**config.mk**
```make
export PLATFORM = sky130hd
export DESIGN_NAME = trajectory_pair_feature_extractor_unit
export DESIGN_NICKNAME = d
export VERILOG_FILES = /design/src/tpfe_pkg.sv /design/src/tpfe_queue.sv /design/src/tpfe_back.sv /design/src/trajectory_pair_feature_extractor_unit.sv
export SDC_FILE = /design/constraint.sdc
export NUM_CORES = 2
export LEC_CHECK = 0
export BUFFER_PORTS_ARGS = -buffer_cell sky130_fd_sc_hd__buf_2
export CAP_MARGIN = 30
export CORE_AREA = 2 2 454 456
export DETAILED_ROUTE_END_ITERATION = 16
export DIE_AREA = 0 0 456 458
export HOLD_SLACK_MARGIN = 0.05
export PLACE_DENSITY = 0.74
export SYNTH_ARGS = -nofsm -noshare
export SYNTH_HDL_FRONTEND = slang
export SYNTH_HIERARCHICAL = 1
export SYNTH_SLANG_ARGS = --single-unit
```
**constraint.sdc**
```tcl
create_clock -name clk -period 14 [get_ports clk]
set_clock_uncertainty 0.2 [all_clocks]
set_input_delay 0.7 -clock clk [delete_from_list [all_inputs] [get_ports clk]]
set_output_delay 0.7 -clock clk [all_outputs]
set_load 0.05 [all_outputs]
```
**src/tpfe_pkg.sv**
```systemverilog
// shared types and constants of the trajectory pair feature extractor
package tpfe_pkg;

	localparam int CoordBits = 12;
	localparam int FracBits = 4;
	localparam int MaxPoints = 64;
	localparam int CntBits = $clog2(MaxPoints + 1);
	localparam int DiffBits = CoordBits + 1;
	localparam int DeltaBits = CoordBits + 1;
	localparam int MisBits = CoordBits + 3;
	localparam int LenBits = 23;
	localparam int RadBits = 2 * DeltaBits + 2 * FracBits;
	localparam int RootBits = (RadBits + 1) / 2;
	localparam int SqBits = 2 * MisBits;

	// word passed from front to back through the queue
	typedef struct packed {
		logic [CoordBits-1:0] xa;
		logic [CoordBits-1:0] ya;
		logic [CoordBits-1:0] xb;
		logic [CoordBits-1:0] yb;
		logic                 last;
	} tpfe_word_t;

	typedef enum logic [3:0] {
		ST_IDLE, ST_PX, ST_PY, ST_VX, ST_VY, ST_AX, ST_AY, ST_LA, ST_LB,
		ST_SQRT, ST_ADDL, ST_DIV, ST_OUT
	} tpfe_state_t;

	function automatic logic [63:0] sat_add(input logic [63:0] a, input logic [63:0] b,
		input int w);
		logic [64:0] s;
		logic [63:0] lim;
		s = {1'b0, a} + {1'b0, b};
		lim = (64'd1 << w) - 64'd1;
		sat_add = (s > {1'b0, lim}) ? lim : s[63:0];
	endfunction

endpackage

```
**src/tpfe_queue.sv**
```systemverilog
// two-entry word queue between front and back
module tpfe_queue import tpfe_pkg::*; (
	input  logic       clk,
	input  logic       arst_n,
	input  logic       wr_valid,
	output logic       wr_ready,
	input  tpfe_word_t wr_word,
	output logic       rd_valid,
	input  logic       rd_ready,
	output tpfe_word_t rd_word
);
	tpfe_word_t mem_q [2];
	logic       wp_q, rp_q;
	logic [1:0] cnt_q;
	logic       push, pop;

	assign wr_ready = (cnt_q != 2'd2);
	assign rd_valid = (cnt_q != 2'd0);
	assign push = wr_valid && wr_ready;
	assign pop = rd_valid && rd_ready;
	assign rd_word = mem_q[rp_q];

	// storage
	always_ff @(posedge clk) begin
		if (push) mem_q[wp_q] <= wr_word;
	end

	// pointers and fill count
	always_ff @(posedge clk or negedge arst_n) begin
		if (!arst_n) begin
			wp_q <= 1'b0;
			rp_q <= 1'b0;
			cnt_q <= 2'd0;
		end else begin
			if (push) wp_q <= ~wp_q;
			if (pop) rp_q <= ~rp_q;
			cnt_q <= cnt_q + {1'b0, push} - {1'b0, pop};
		end
	end

`ifndef ASSERT_OFF
	a_no_over: assert property (@(posedge clk) disable iff (!arst_n) cnt_q != 2'd3)
		else $error("queue count out of range");
	a_push_full: assert property (@(posedge clk) disable iff (!arst_n)
		(cnt_q == 2'd2 && !pop) |=> cnt_q == 2'd2)
		else $error("full queue lost a word");
	a_empty_rd: assert property (@(posedge clk) disable iff (!arst_n)
		(cnt_q == 2'd0 && !push) |=> !rd_valid)
		else $error("empty queue shows a word");
`endif
endmodule

```
**src/tpfe_back.sv**
```systemverilog
// sequencer: accumulation, square roots, ratio divide and result register
module tpfe_back import tpfe_pkg::*; (
	input  logic             clk,
	input  logic             arst_n,
	input  logic             in_valid,
	output logic             in_ready,
	input  tpfe_word_t       in_word,
	output logic             out_valid,
	input  logic             out_ready,
	output logic [16:0]      length_ratio,
	output logic [29:0]      pos_x_sum,
	output logic [29:0]      pos_y_sum,
	output logic [31:0]      vel_x_sum,
	output logic [31:0]      vel_y_sum,
	output logic [33:0]      acc_x_sum,
	output logic [33:0]      acc_y_sum,
	output logic [23:0]      first_x_sq,
	output logic [23:0]      first_y_sq,
	output logic [23:0]      end_x_sq,
	output logic [23:0]      end_y_sq,
	output logic             too_short
);
	tpfe_state_t state_q, state_d;
	tpfe_word_t w_q;
	logic signed [DeltaBits-1:0] pax_q, pay_q, pbx_q, pby_q;
	logic signed [DeltaBits-1:0] dax_q, day_q, dbx_q, dby_q;
	logic [SqBits-1:0] fx_q, fy_q, ex_q, ey_q;
	logic [29:0] posx_q, posy_q;
	logic [31:0] velx_q, vely_q;
	logic [33:0] accx_q, accy_q;
	logic [LenBits-1:0] la_q, lb_q;
	logic [CntBits-1:0] n_q;
	logic sel_b_q;
	// square root unit
	logic [RadBits-1:0] rad_q;
	logic [RadBits+1:0] rem_q;
	logic [RootBits-1:0] root_q;
	logic [5:0] it_q;
	// divider
	logic dvd_lsb_q;
	logic [LenBits-1:0] dvs_q;
	logic [16:0] quo_q;
	logic [LenBits:0] drem_q;
	logic [4:0] dit_q;
	logic out_pend_q;
	logic out_free;

	// operand mux and shared multiplier
	logic signed [MisBits-1:0] m_op;
	logic [SqBits-1:0] m_sq;
	logic signed [DeltaBits-1:0] cax, cay, cbx, cby;
	logic signed [DeltaBits-1:0] ndax, nday, ndbx, ndby;
	logic [2*DeltaBits-1:0] sq_dax, sq_day, sq_dbx, sq_dby;
	logic [LenBits-1:0] ldiff;

	assign cax = $signed({1'b0, w_q.xa});
	assign cay = $signed({1'b0, w_q.ya});
	assign cbx = $signed({1'b0, w_q.xb});
	assign cby = $signed({1'b0, w_q.yb});
	assign ndax = cax - pax_q;
	assign nday = cay - pay_q;
	assign ndbx = cbx - pbx_q;
	assign ndby = cby - pby_q;

	always_comb begin
		case (state_q)
			ST_PX: m_op = MisBits'(cbx - cax);
			ST_PY: m_op = MisBits'(cby - cay);
			ST_VX: m_op = MisBits'(ndbx) - MisBits'(ndax);
			ST_VY: m_op = MisBits'(ndby) - MisBits'(nday);
			ST_AX: m_op = (MisBits'(ndbx) - MisBits'(dbx_q)) - (MisBits'(ndax) - MisBits'(dax_q));
			ST_AY: m_op = (MisBits'(ndby) - MisBits'(dby_q)) - (MisBits'(nday) - MisBits'(day_q));
			default: m_op = '0;
		endcase
	end
	assign m_sq = $unsigned(SqBits'(m_op) * SqBits'(m_op));

	// squared segment deltas for the root radicands
	assign sq_dax = $unsigned((2*DeltaBits)'(ndax) * (2*DeltaBits)'(ndax));
	assign sq_day = $unsigned((2*DeltaBits)'(nday) * (2*DeltaBits)'(nday));
	assign sq_dbx = $unsigned((2*DeltaBits)'(ndbx) * (2*DeltaBits)'(ndbx));
	assign sq_dby = $unsigned((2*DeltaBits)'(ndby) * (2*DeltaBits)'(ndby));

	// length difference feeding the divider
	assign ldiff = (la_q > lb_q) ? la_q - lb_q : lb_q - la_q;

	assign in_ready = (state_q == ST_IDLE);
	assign out_free = !out_pend_q || out_ready;

	// sqrt and divide step logic
	logic [RadBits+1:0] trial;
	logic [LenBits:0] dsh;
	assign trial = {rem_q[RadBits-1:0], rad_q[RadBits-1 -: 2]} - (RadBits+2)'({root_q, 2'b01});
	assign dsh = {drem_q[LenBits-1:0], (dit_q == 5'd17) ? dvd_lsb_q : 1'b0};

	// next state
	always_comb begin
		state_d = state_q;
		case (state_q)
			ST_IDLE: if (in_valid && in_ready) state_d = ST_PX;
			ST_PX: state_d = ST_PY;
			ST_PY: state_d = (n_q == '0) ? ST_ADDL : ST_VX;
			ST_VX: state_d = ST_VY;
			ST_VY: state_d = (n_q >= CntBits'(2)) ? ST_AX : ST_LA;
			ST_AX: state_d = ST_AY;
			ST_AY: state_d = ST_LA;
			ST_LA: state_d = ST_LB;
			ST_LB: state_d = ST_SQRT;
			ST_SQRT: if (it_q == '0) state_d = sel_b_q ? ST_ADDL : ST_LB;
			ST_ADDL: state_d = (w_q.last && n_q != '0) ? ST_DIV : (w_q.last ? ST_OUT : ST_IDLE);
			ST_DIV: if (dit_q == '0) state_d = ST_OUT;
			ST_OUT: if (out_free) state_d = ST_IDLE;
			default: state_d = ST_IDLE;
		endcase
	end

	always_ff @(posedge clk or negedge arst_n) begin
		if (!arst_n) state_q <= ST_IDLE;
		else state_q <= state_d;
	end

	// control and accumulation
	always_ff @(posedge clk or negedge arst_n) begin
		if (!arst_n) begin
			out_pend_q <= 1'b0;
			w_q <= '0;
			n_q <= '0;
			sel_b_q <= 1'b0;
			it_q <= '0;
			dit_q <= '0;
			rad_q <= '0; rem_q <= '0; root_q <= '0;
			dvd_lsb_q <= 1'b0; dvs_q <= '0; quo_q <= '0; drem_q <= '0;
			pax_q <= '0; pay_q <= '0; pbx_q <= '0; pby_q <= '0;
			dax_q <= '0; day_q <= '0; dbx_q <= '0; dby_q <= '0;
			fx_q <= '0; fy_q <= '0; ex_q <= '0; ey_q <= '0;
			posx_q <= '0; posy_q <= '0; velx_q <= '0; vely_q <= '0;
			accx_q <= '0; accy_q <= '0; la_q <= '0; lb_q <= '0;
			too_short <= 1'b0; length_ratio <= '0;
			pos_x_sum <= '0; pos_y_sum <= '0; vel_x_sum <= '0; vel_y_sum <= '0;
			acc_x_sum <= '0; acc_y_sum <= '0;
			first_x_sq <= '0; first_y_sq <= '0; end_x_sq <= '0; end_y_sq <= '0;
		end else begin
			// result register: loaded when free, cleared once taken
			if (state_q == ST_OUT && out_free) out_pend_q <= 1'b1;
			else if (out_valid && out_ready) out_pend_q <= 1'b0;
			case (state_q)
				ST_IDLE: if (in_valid && in_ready) begin
					w_q <= in_word;
					sel_b_q <= 1'b0;
				end
				ST_PX: begin
					posx_q <= 30'(sat_add(64'(posx_q), 64'(m_sq), 30));
					ex_q <= m_sq;
					if (n_q == '0) fx_q <= m_sq;
				end
				ST_PY: begin
					posy_q <= 30'(sat_add(64'(posy_q), 64'(m_sq), 30));
					ey_q <= m_sq;
					if (n_q == '0) fy_q <= m_sq;
				end
				ST_VX: velx_q <= 32'(sat_add(64'(velx_q), 64'(m_sq), 32));
				ST_VY: vely_q <= 32'(sat_add(64'(vely_q), 64'(m_sq), 32));
				ST_AX: accx_q <= 34'(sat_add(64'(accx_q), 64'(m_sq), 34));
				ST_AY: accy_q <= 34'(sat_add(64'(accy_q), 64'(m_sq), 34));
				ST_LA: begin
					rad_q <= (RadBits'(sq_dax) + RadBits'(sq_day)) << (2 * FracBits);
					rem_q <= '0; root_q <= '0;
					it_q <= 6'(RootBits);
				end
				ST_LB: if (sel_b_q) begin
					rad_q <= (RadBits'(sq_dbx) + RadBits'(sq_dby)) << (2 * FracBits);
					rem_q <= '0; root_q <= '0;
					it_q <= 6'(RootBits);
				end
				ST_SQRT: if (it_q != '0) begin
					// one root bit per cycle
					rad_q <= rad_q << 2;
					it_q <= it_q - 6'd1;
					if (!trial[RadBits+1]) begin
						rem_q <= trial;
						root_q <= {root_q[RootBits-2:0], 1'b1};
					end else begin
						rem_q <= {rem_q[RadBits-1:0], rad_q[RadBits-1 -: 2]};
						root_q <= {root_q[RootBits-2:0], 1'b0};
					end
				end else if (!sel_b_q) begin
					la_q <= LenBits'(sat_add(64'(la_q), 64'(root_q), LenBits));
					sel_b_q <= 1'b1;
				end else begin
					lb_q <= LenBits'(sat_add(64'(lb_q), 64'(root_q), LenBits));
				end
				ST_ADDL: begin
					if (n_q != '0) begin
						dax_q <= ndax; day_q <= nday; dbx_q <= ndbx; dby_q <= ndby;
					end
					pax_q <= cax; pay_q <= cay; pbx_q <= cbx; pby_q <= cby;
					n_q <= (n_q + CntBits'(1) >= CntBits'(MaxPoints)) ? CntBits'(MaxPoints)
						: n_q + CntBits'(1);
					// remainder starts with diff>>1, its lsb enters on the first step
					dvd_lsb_q <= ldiff[0];
					dvs_q <= (la_q > lb_q) ? la_q : lb_q;
					drem_q <= {2'b00, ldiff[LenBits-1:1]};
					quo_q <= '0;
					dit_q <= 5'd17;
				end
				ST_DIV: if (dit_q != '0) begin
					// restoring divide of diff<<16, one bit per cycle
					dit_q <= dit_q - 5'd1;
					if (dsh >= {1'b0, dvs_q}) begin
						drem_q <= dsh - {1'b0, dvs_q};
						quo_q <= {quo_q[15:0], 1'b1};
					end else begin
						drem_q <= dsh;
						quo_q <= {quo_q[15:0], 1'b0};
					end
				end
				ST_OUT: if (out_free) begin
					too_short <= (n_q < CntBits'(2));
					length_ratio <= (n_q < CntBits'(2) || dvs_q == '0) ? '0 : quo_q;
					pos_x_sum <= (n_q < CntBits'(2)) ? '0 : posx_q;
					pos_y_sum <= (n_q < CntBits'(2)) ? '0 : posy_q;
					vel_x_sum <= (n_q < CntBits'(2)) ? '0 : velx_q;
					vel_y_sum <= (n_q < CntBits'(2)) ? '0 : vely_q;
					acc_x_sum <= (n_q < CntBits'(2)) ? '0 : accx_q;
					acc_y_sum <= (n_q < CntBits'(2)) ? '0 : accy_q;
					first_x_sq <= (n_q < CntBits'(2)) ? '0 : 24'(sat_add(64'(fx_q), 64'd0, 24));
					first_y_sq <= (n_q < CntBits'(2)) ? '0 : 24'(sat_add(64'(fy_q), 64'd0, 24));
					end_x_sq <= (n_q < CntBits'(2)) ? '0 : 24'(sat_add(64'(ex_q), 64'd0, 24));
					end_y_sq <= (n_q < CntBits'(2)) ? '0 : 24'(sat_add(64'(ey_q), 64'd0, 24));
					n_q <= '0;
					pax_q <= '0; pay_q <= '0; pbx_q <= '0; pby_q <= '0;
					dax_q <= '0; day_q <= '0; dbx_q <= '0; dby_q <= '0;
					fx_q <= '0; fy_q <= '0;
					posx_q <= '0; posy_q <= '0; velx_q <= '0; vely_q <= '0;
					accx_q <= '0; accy_q <= '0; la_q <= '0; lb_q <= '0;
				end
				default: ;
			endcase
		end
	end

	assign out_valid = out_pend_q;

`ifndef ASSERT_OFF
	a_busy: assert property (@(posedge clk) disable iff (!arst_n)
		(state_q != ST_IDLE) |-> !in_ready)
		else $error("word taken while busy");
	a_out: assert property (@(posedge clk) disable iff (!arst_n)
		(state_q == ST_OUT) |=> out_valid)
		else $error("result not raised");
	a_cnt: assert property (@(posedge clk) disable iff (!arst_n)
		n_q <= CntBits'(MaxPoints))
		else $error("point count overran");
`endif
endmodule

```
**src/trajectory_pair_feature_extractor_unit.sv**
```systemverilog
// top level: input queue in front of the feature sequencer
// Usage: one word per point pair (xa, ya, xb, yb, final_point) on the input
// channel, valid/ready handshake. The front queue holds two words, so the
// sender can run ahead while the back end works; a word is registered in the
// queue before the back end takes it. The back end squares the position
// differences of every point, from the second point on also the velocity
// differences and two bit-serial square roots of the segment lengths (17
// root bits plus an accumulate step each), and from the third point on the
// acceleration differences. A final word adds a bit-serial divide for the
// length ratio (skipped for a single point) and an output step. The result
// is held until taken; while the receiver stalls the back end carries on
// with the next trajectory until its own result is due, then waits, the
// queue fills and input ready drops. Reset (arst_n low) empties the queue,
// clears every sum and the point count, and drops output valid.
module trajectory_pair_feature_extractor_unit import tpfe_pkg::*; (
	input  logic        clk,
	input  logic        arst_n,
	input  logic        in_valid,
	output logic        in_ready,
	input  logic [11:0] xa,
	input  logic [11:0] ya,
	input  logic [11:0] xb,
	input  logic [11:0] yb,
	input  logic        final_point,
	output logic        out_valid,
	input  logic        out_ready,
	output logic [16:0] length_ratio,
	output logic [29:0] pos_x_sum,
	output logic [29:0] pos_y_sum,
	output logic [31:0] vel_x_sum,
	output logic [31:0] vel_y_sum,
	output logic [33:0] acc_x_sum,
	output logic [33:0] acc_y_sum,
	output logic [23:0] first_x_sq,
	output logic [23:0] first_y_sq,
	output logic [23:0] end_x_sq,
	output logic [23:0] end_y_sq,
	output logic        too_short
);
	tpfe_word_t in_word, q_word;
	logic q_valid, q_ready;

	assign in_word = '{xa: xa, ya: ya, xb: xb, yb: yb, last: final_point};

	// front queue
	tpfe_queue u_queue (
		.clk, .arst_n,
		.wr_valid(in_valid), .wr_ready(in_ready), .wr_word(in_word),
		.rd_valid(q_valid), .rd_ready(q_ready), .rd_word(q_word)
	);

	// back end
	tpfe_back u_back (
		.clk, .arst_n,
		.in_valid(q_valid), .in_ready(q_ready), .in_word(q_word),
		.out_valid, .out_ready,
		.length_ratio, .pos_x_sum, .pos_y_sum, .vel_x_sum, .vel_y_sum,
		.acc_x_sum, .acc_y_sum, .first_x_sq, .first_y_sq, .end_x_sq, .end_y_sq,
		.too_short
	);
endmodule

```
==> metrics <==
status=finished clean; die area=~0.21 mm2; via/cell ratio=approximately 5.7; CP endpoint=u_back/accy_q[24]$_DFFE_PN0P_; Avg WL per Cell=~22 um; Initial DRC Count=6256; Post-Syn Area=0.0935 mm2; routed wire length=between 200 and 300 mm; IO Pins=approximately 360; Slowest Stage Delay on Critical Path=between 500 and 600 ps; Layout Cells excl Fill=13300; Initial DRT Pass Iterations=6; Critical R2R Launch=u_back/cay[0]$_DFFE_PN0P_; main combinational cell family by area after synthesis=adder cells; register bit total from synthesis=between 1000 and 1500; mux share of post-synthesis cell area=0.0176; total grt overflow=0; final setup violation count=0; ANT nets after route=0; max-slew violation count=0; Synth Area in Adders=0.299; Hold Crit Class=in2reg; Fin. Hold Viols=0; final hold slack=roughly 230 ps; initial antenna violation count=14; crit path max fanout=13; YS warnings=6; WP buf/inv=9; post-synthesis sequential area ratio=0.293; overall die width=roughly 460 um; kind of cell adding the most delay to the critical path=adder cells; CP required=roughly 15000 ps; Post-Syn Area per Cell=a little over 9 um2; critical path startpoint=u_back/cay[0]$_DFFE_PN0P_; footprint of the multi-input gates=a little under 0.06 mm2; slack of the worst reg-to-reg path=just under 600 ps; Primary FF master, synth=dfrtp_1; Fillers=18300; Synth Area in Simple Gates=0.128; xor and xnor fraction of the mapped netlist area=0.0444; Synth top cells by count=inv_1, nand2_1, dfrtp_1; period utilisation layout=0.958; min Tclk post-route=13410 ps; H-tree Lvls=3; vias in the first global route=~77000; Skew-Pair Late Insertion Delay=810 ps; Post-route DRC=0; die height=458 um; Crit path depth=55; register area=0.0274 mm2; Least-Margin Pin Slew=1270 ps; CP max-delay cell=fa_1; Placer Congestion=just under 1; first-pass GRT wire length=between 400 and 500 mm; critical path type=reg2reg; Layout Area Growth over Synthesis=11.5%; Overall Global Routing Usage=0.276; setup TNS=0 ps; clock sink count=approximately 1100; Slew headroom=0.156; TritonCTS clock tree=yes; vias post-DR=between 70000 and 80000; Nets=~12000; number of max-cap violations=0; clock slew at reported path FFs=~70 ps; Post-synth ARST share=0.909; clk root buf=clkbuf_16; Cell Rows=between 150 and 200; RR Endpoint=u_back/accy_q[24]$_DFFE_PN0P_; Synth area leaders=dfrtp_1, fa_1, ha_1, inv_1, nand2_1; CTS max path bufs=3; Compound-Gate Fraction of Synth Area=0.145; top-count cell post-synth=inv_1; Port Buf Inserts=between 300 and 400; startpoint types=flop; WP data arrival=about 14000 ps; placed cell count=13000; Post-synth EDFFs=around 100; Syn Inst Count=10100; post-synth top area cell=dfrtp_1; Inserted Clock Buffers=approximately 120; Unique masters post-synth=99; worst r2r path cells=between 50 and 60; Initial Utilization=0.459; CP dominant cell by count=fa_1; largest net degree at the start of global routing=~240; DP HPWL=about 230 mm; f_max=roughly 0.075 GHz; Layout Utilization=0.512; top cell type's share of synthesized area=0.262; area of the core=0.204 mm2; Worst setup EP type=flop; share of cells above drive strength 1=0.0990
-- worst min-delay path by stage --
stage / from / endpoint / depth (start not counted)
global placement: u_back/vel_y_sum[11]$_DFFE_PN0P_ / u_back/vel_y_sum[11]$_DFFE_PN0P_ / 2
detailed placement: u_back/vel_y_sum[11]$_DFFE_PN0P_ / u_back/vel_y_sum[11]$_DFFE_PN0P_ / 2
CTS: out_ready / u_back/state_q[2]$_DFFE_PN0P_ / 4
floorplan: arst_n / u_back/acc_x_sum[0]$_DFFE_PN0P_ / 0
finish: out_ready / u_back/state_q[2]$_DFFE_PN0P_ / 4
global route: out_ready / u_back/state_q[2]$_DFFE_PN0P_ / 4
-- flip-flops by register name, summed over array words and instances (netlist names), 30 cells and up --
register          flops
u_back/rem_q         34
u_back/vely_q        32
u_back/vel_y_sum     32
u_back/velx_q        32
u_back/accy_q        34
u_back/pos_y_sum     30
u_queue/mem_q        98
u_back/posx_q        30
u_back/vel_x_sum     32
u_back/accx_q        34
u_back/acc_x_sum     34
u_back/pos_x_sum     30
u_back/acc_y_sum     34
u_back/posy_q        30
-- layer usage --
metal / track usage / share of wire
met2: 0.459 / 0.48
met5: 0 / 0.000062
met3: 0.0367 / 0.064
met1: 0.341 / 0.39
met4: 0.172 / 0.074
-- worst reg2reg max path, delay by kind of cell (launching register included) --
kind                       cells  cell delay (ps)
xor gates and xnor gates       2              440
buffers and inverters          9             1200
AOI/OAI and AO/OA             21             3840
DFF                            1              380
adders and majority gates     13             5670
and+or+nand+nor               10             1640
-- cell families (layout without fill, tap and decap cells) --
family,after synthesis,in the layout
other,1,8
and+or+nand+nor,2756,2756
buffers and inverters,1792,2287
adders and majority gates,1672,1672
muxes,151,151
xor gates and xnor gates,474,474
DFF,1076,1076
AOI/OAI and AO/OA,2227,2227
-- repair_timing --
item | in CTS | in global routing
setup buffers | 0 | 12
hold buffers | 51 | 0
hold endpoints to repair | 180 | 0
endpoints found under the setup margin | 0 | 192
gates resized for setup | 0 | 53
-- final cells by class --
class                           instances  area share
Timing Repair Buffer                  674      0.0436
Tap cell                             2688      0.0323
Sequential cell                      1076       0.263
Multi-Input combinational cell       7282       0.572
Antenna cell                            6    0.000144
Inverter                             1392      0.0501
Clock buffer                          156      0.0317
Clock inverter                         65     0.00691
-- placed cells by master (no fill, tap or decap), types with 17 or more instances in the layout --
| master | Yosys | routed |
|---|---|---|
| or3_1 | 32 | 31 |
| o31ai_1 | 55 | 53 |
| ha_1 | 733 | 730 |
| mux2i_1 | 41 | 41 |
| clkbuf_16 | 0 | 122 |
| nand3_1 | 374 | 374 |
| o21bai_1 | 62 | 61 |
| nor4_1 | 23 | 22 |
| a22o_1 | 28 | 28 |
| a31oi_1 | 116 | 113 |
| or2_2 | 20 | 19 |
| dlygate4sd3_1 | 0 | 51 |
| nor3_1 | 110 | 102 |
| edfxtp_1 | 98 | 98 |
| o211ai_1 | 19 | 19 |
| clkbuf_8 | 0 | 17 |
| mux2_2 | 106 | 106 |
| inv_1 | 1373 | 1370 |
| a21oi_1 | 686 | 682 |
| o22ai_1 | 40 | 39 |
| a211oi_1 | 50 | 47 |
| buf_2 | 30 | 359 |
| nand2b_1 | 66 | 66 |
| nor2b_1 | 68 | 67 |
| a21o_1 | 192 | 190 |
| xnor2_1 | 303 | 300 |
| and3_1 | 40 | 40 |
| and2_1 | 59 | 59 |
| fa_1 | 938 | 938 |
| clkbuf_1 | 347 | 19 |
| clkinv_2 | 0 | 22 |
| buf_4 | 2 | 244 |
| o21a_1 | 81 | 81 |
| nor2_1 | 588 | 578 |
| clkinv_1 | 19 | 22 |
| dfrtp_1 | 978 | 977 |
| xor2_1 | 171 | 166 |
| o21ai_0 | 669 | 666 |
| nand2_1 | 1300 | 1293 |
| nand4_1 | 30 | 30 |
-- metrics by stage --
| step | worst slack (ps) | area [um2] |
|---|---|---|
| final | 586 | 104000 |
| after CTS | 126 | 104000 |
| after floorplan | 748 | 93500 |
| after global placement | 444 | 99200 |
| after global routing | -89.2 | 104000 |
| after detailed placement | 149 | 99300 |
Power is not shown: default switching activity piles up to over one toggle a cycle in this logic, so the estimate is an artifact.
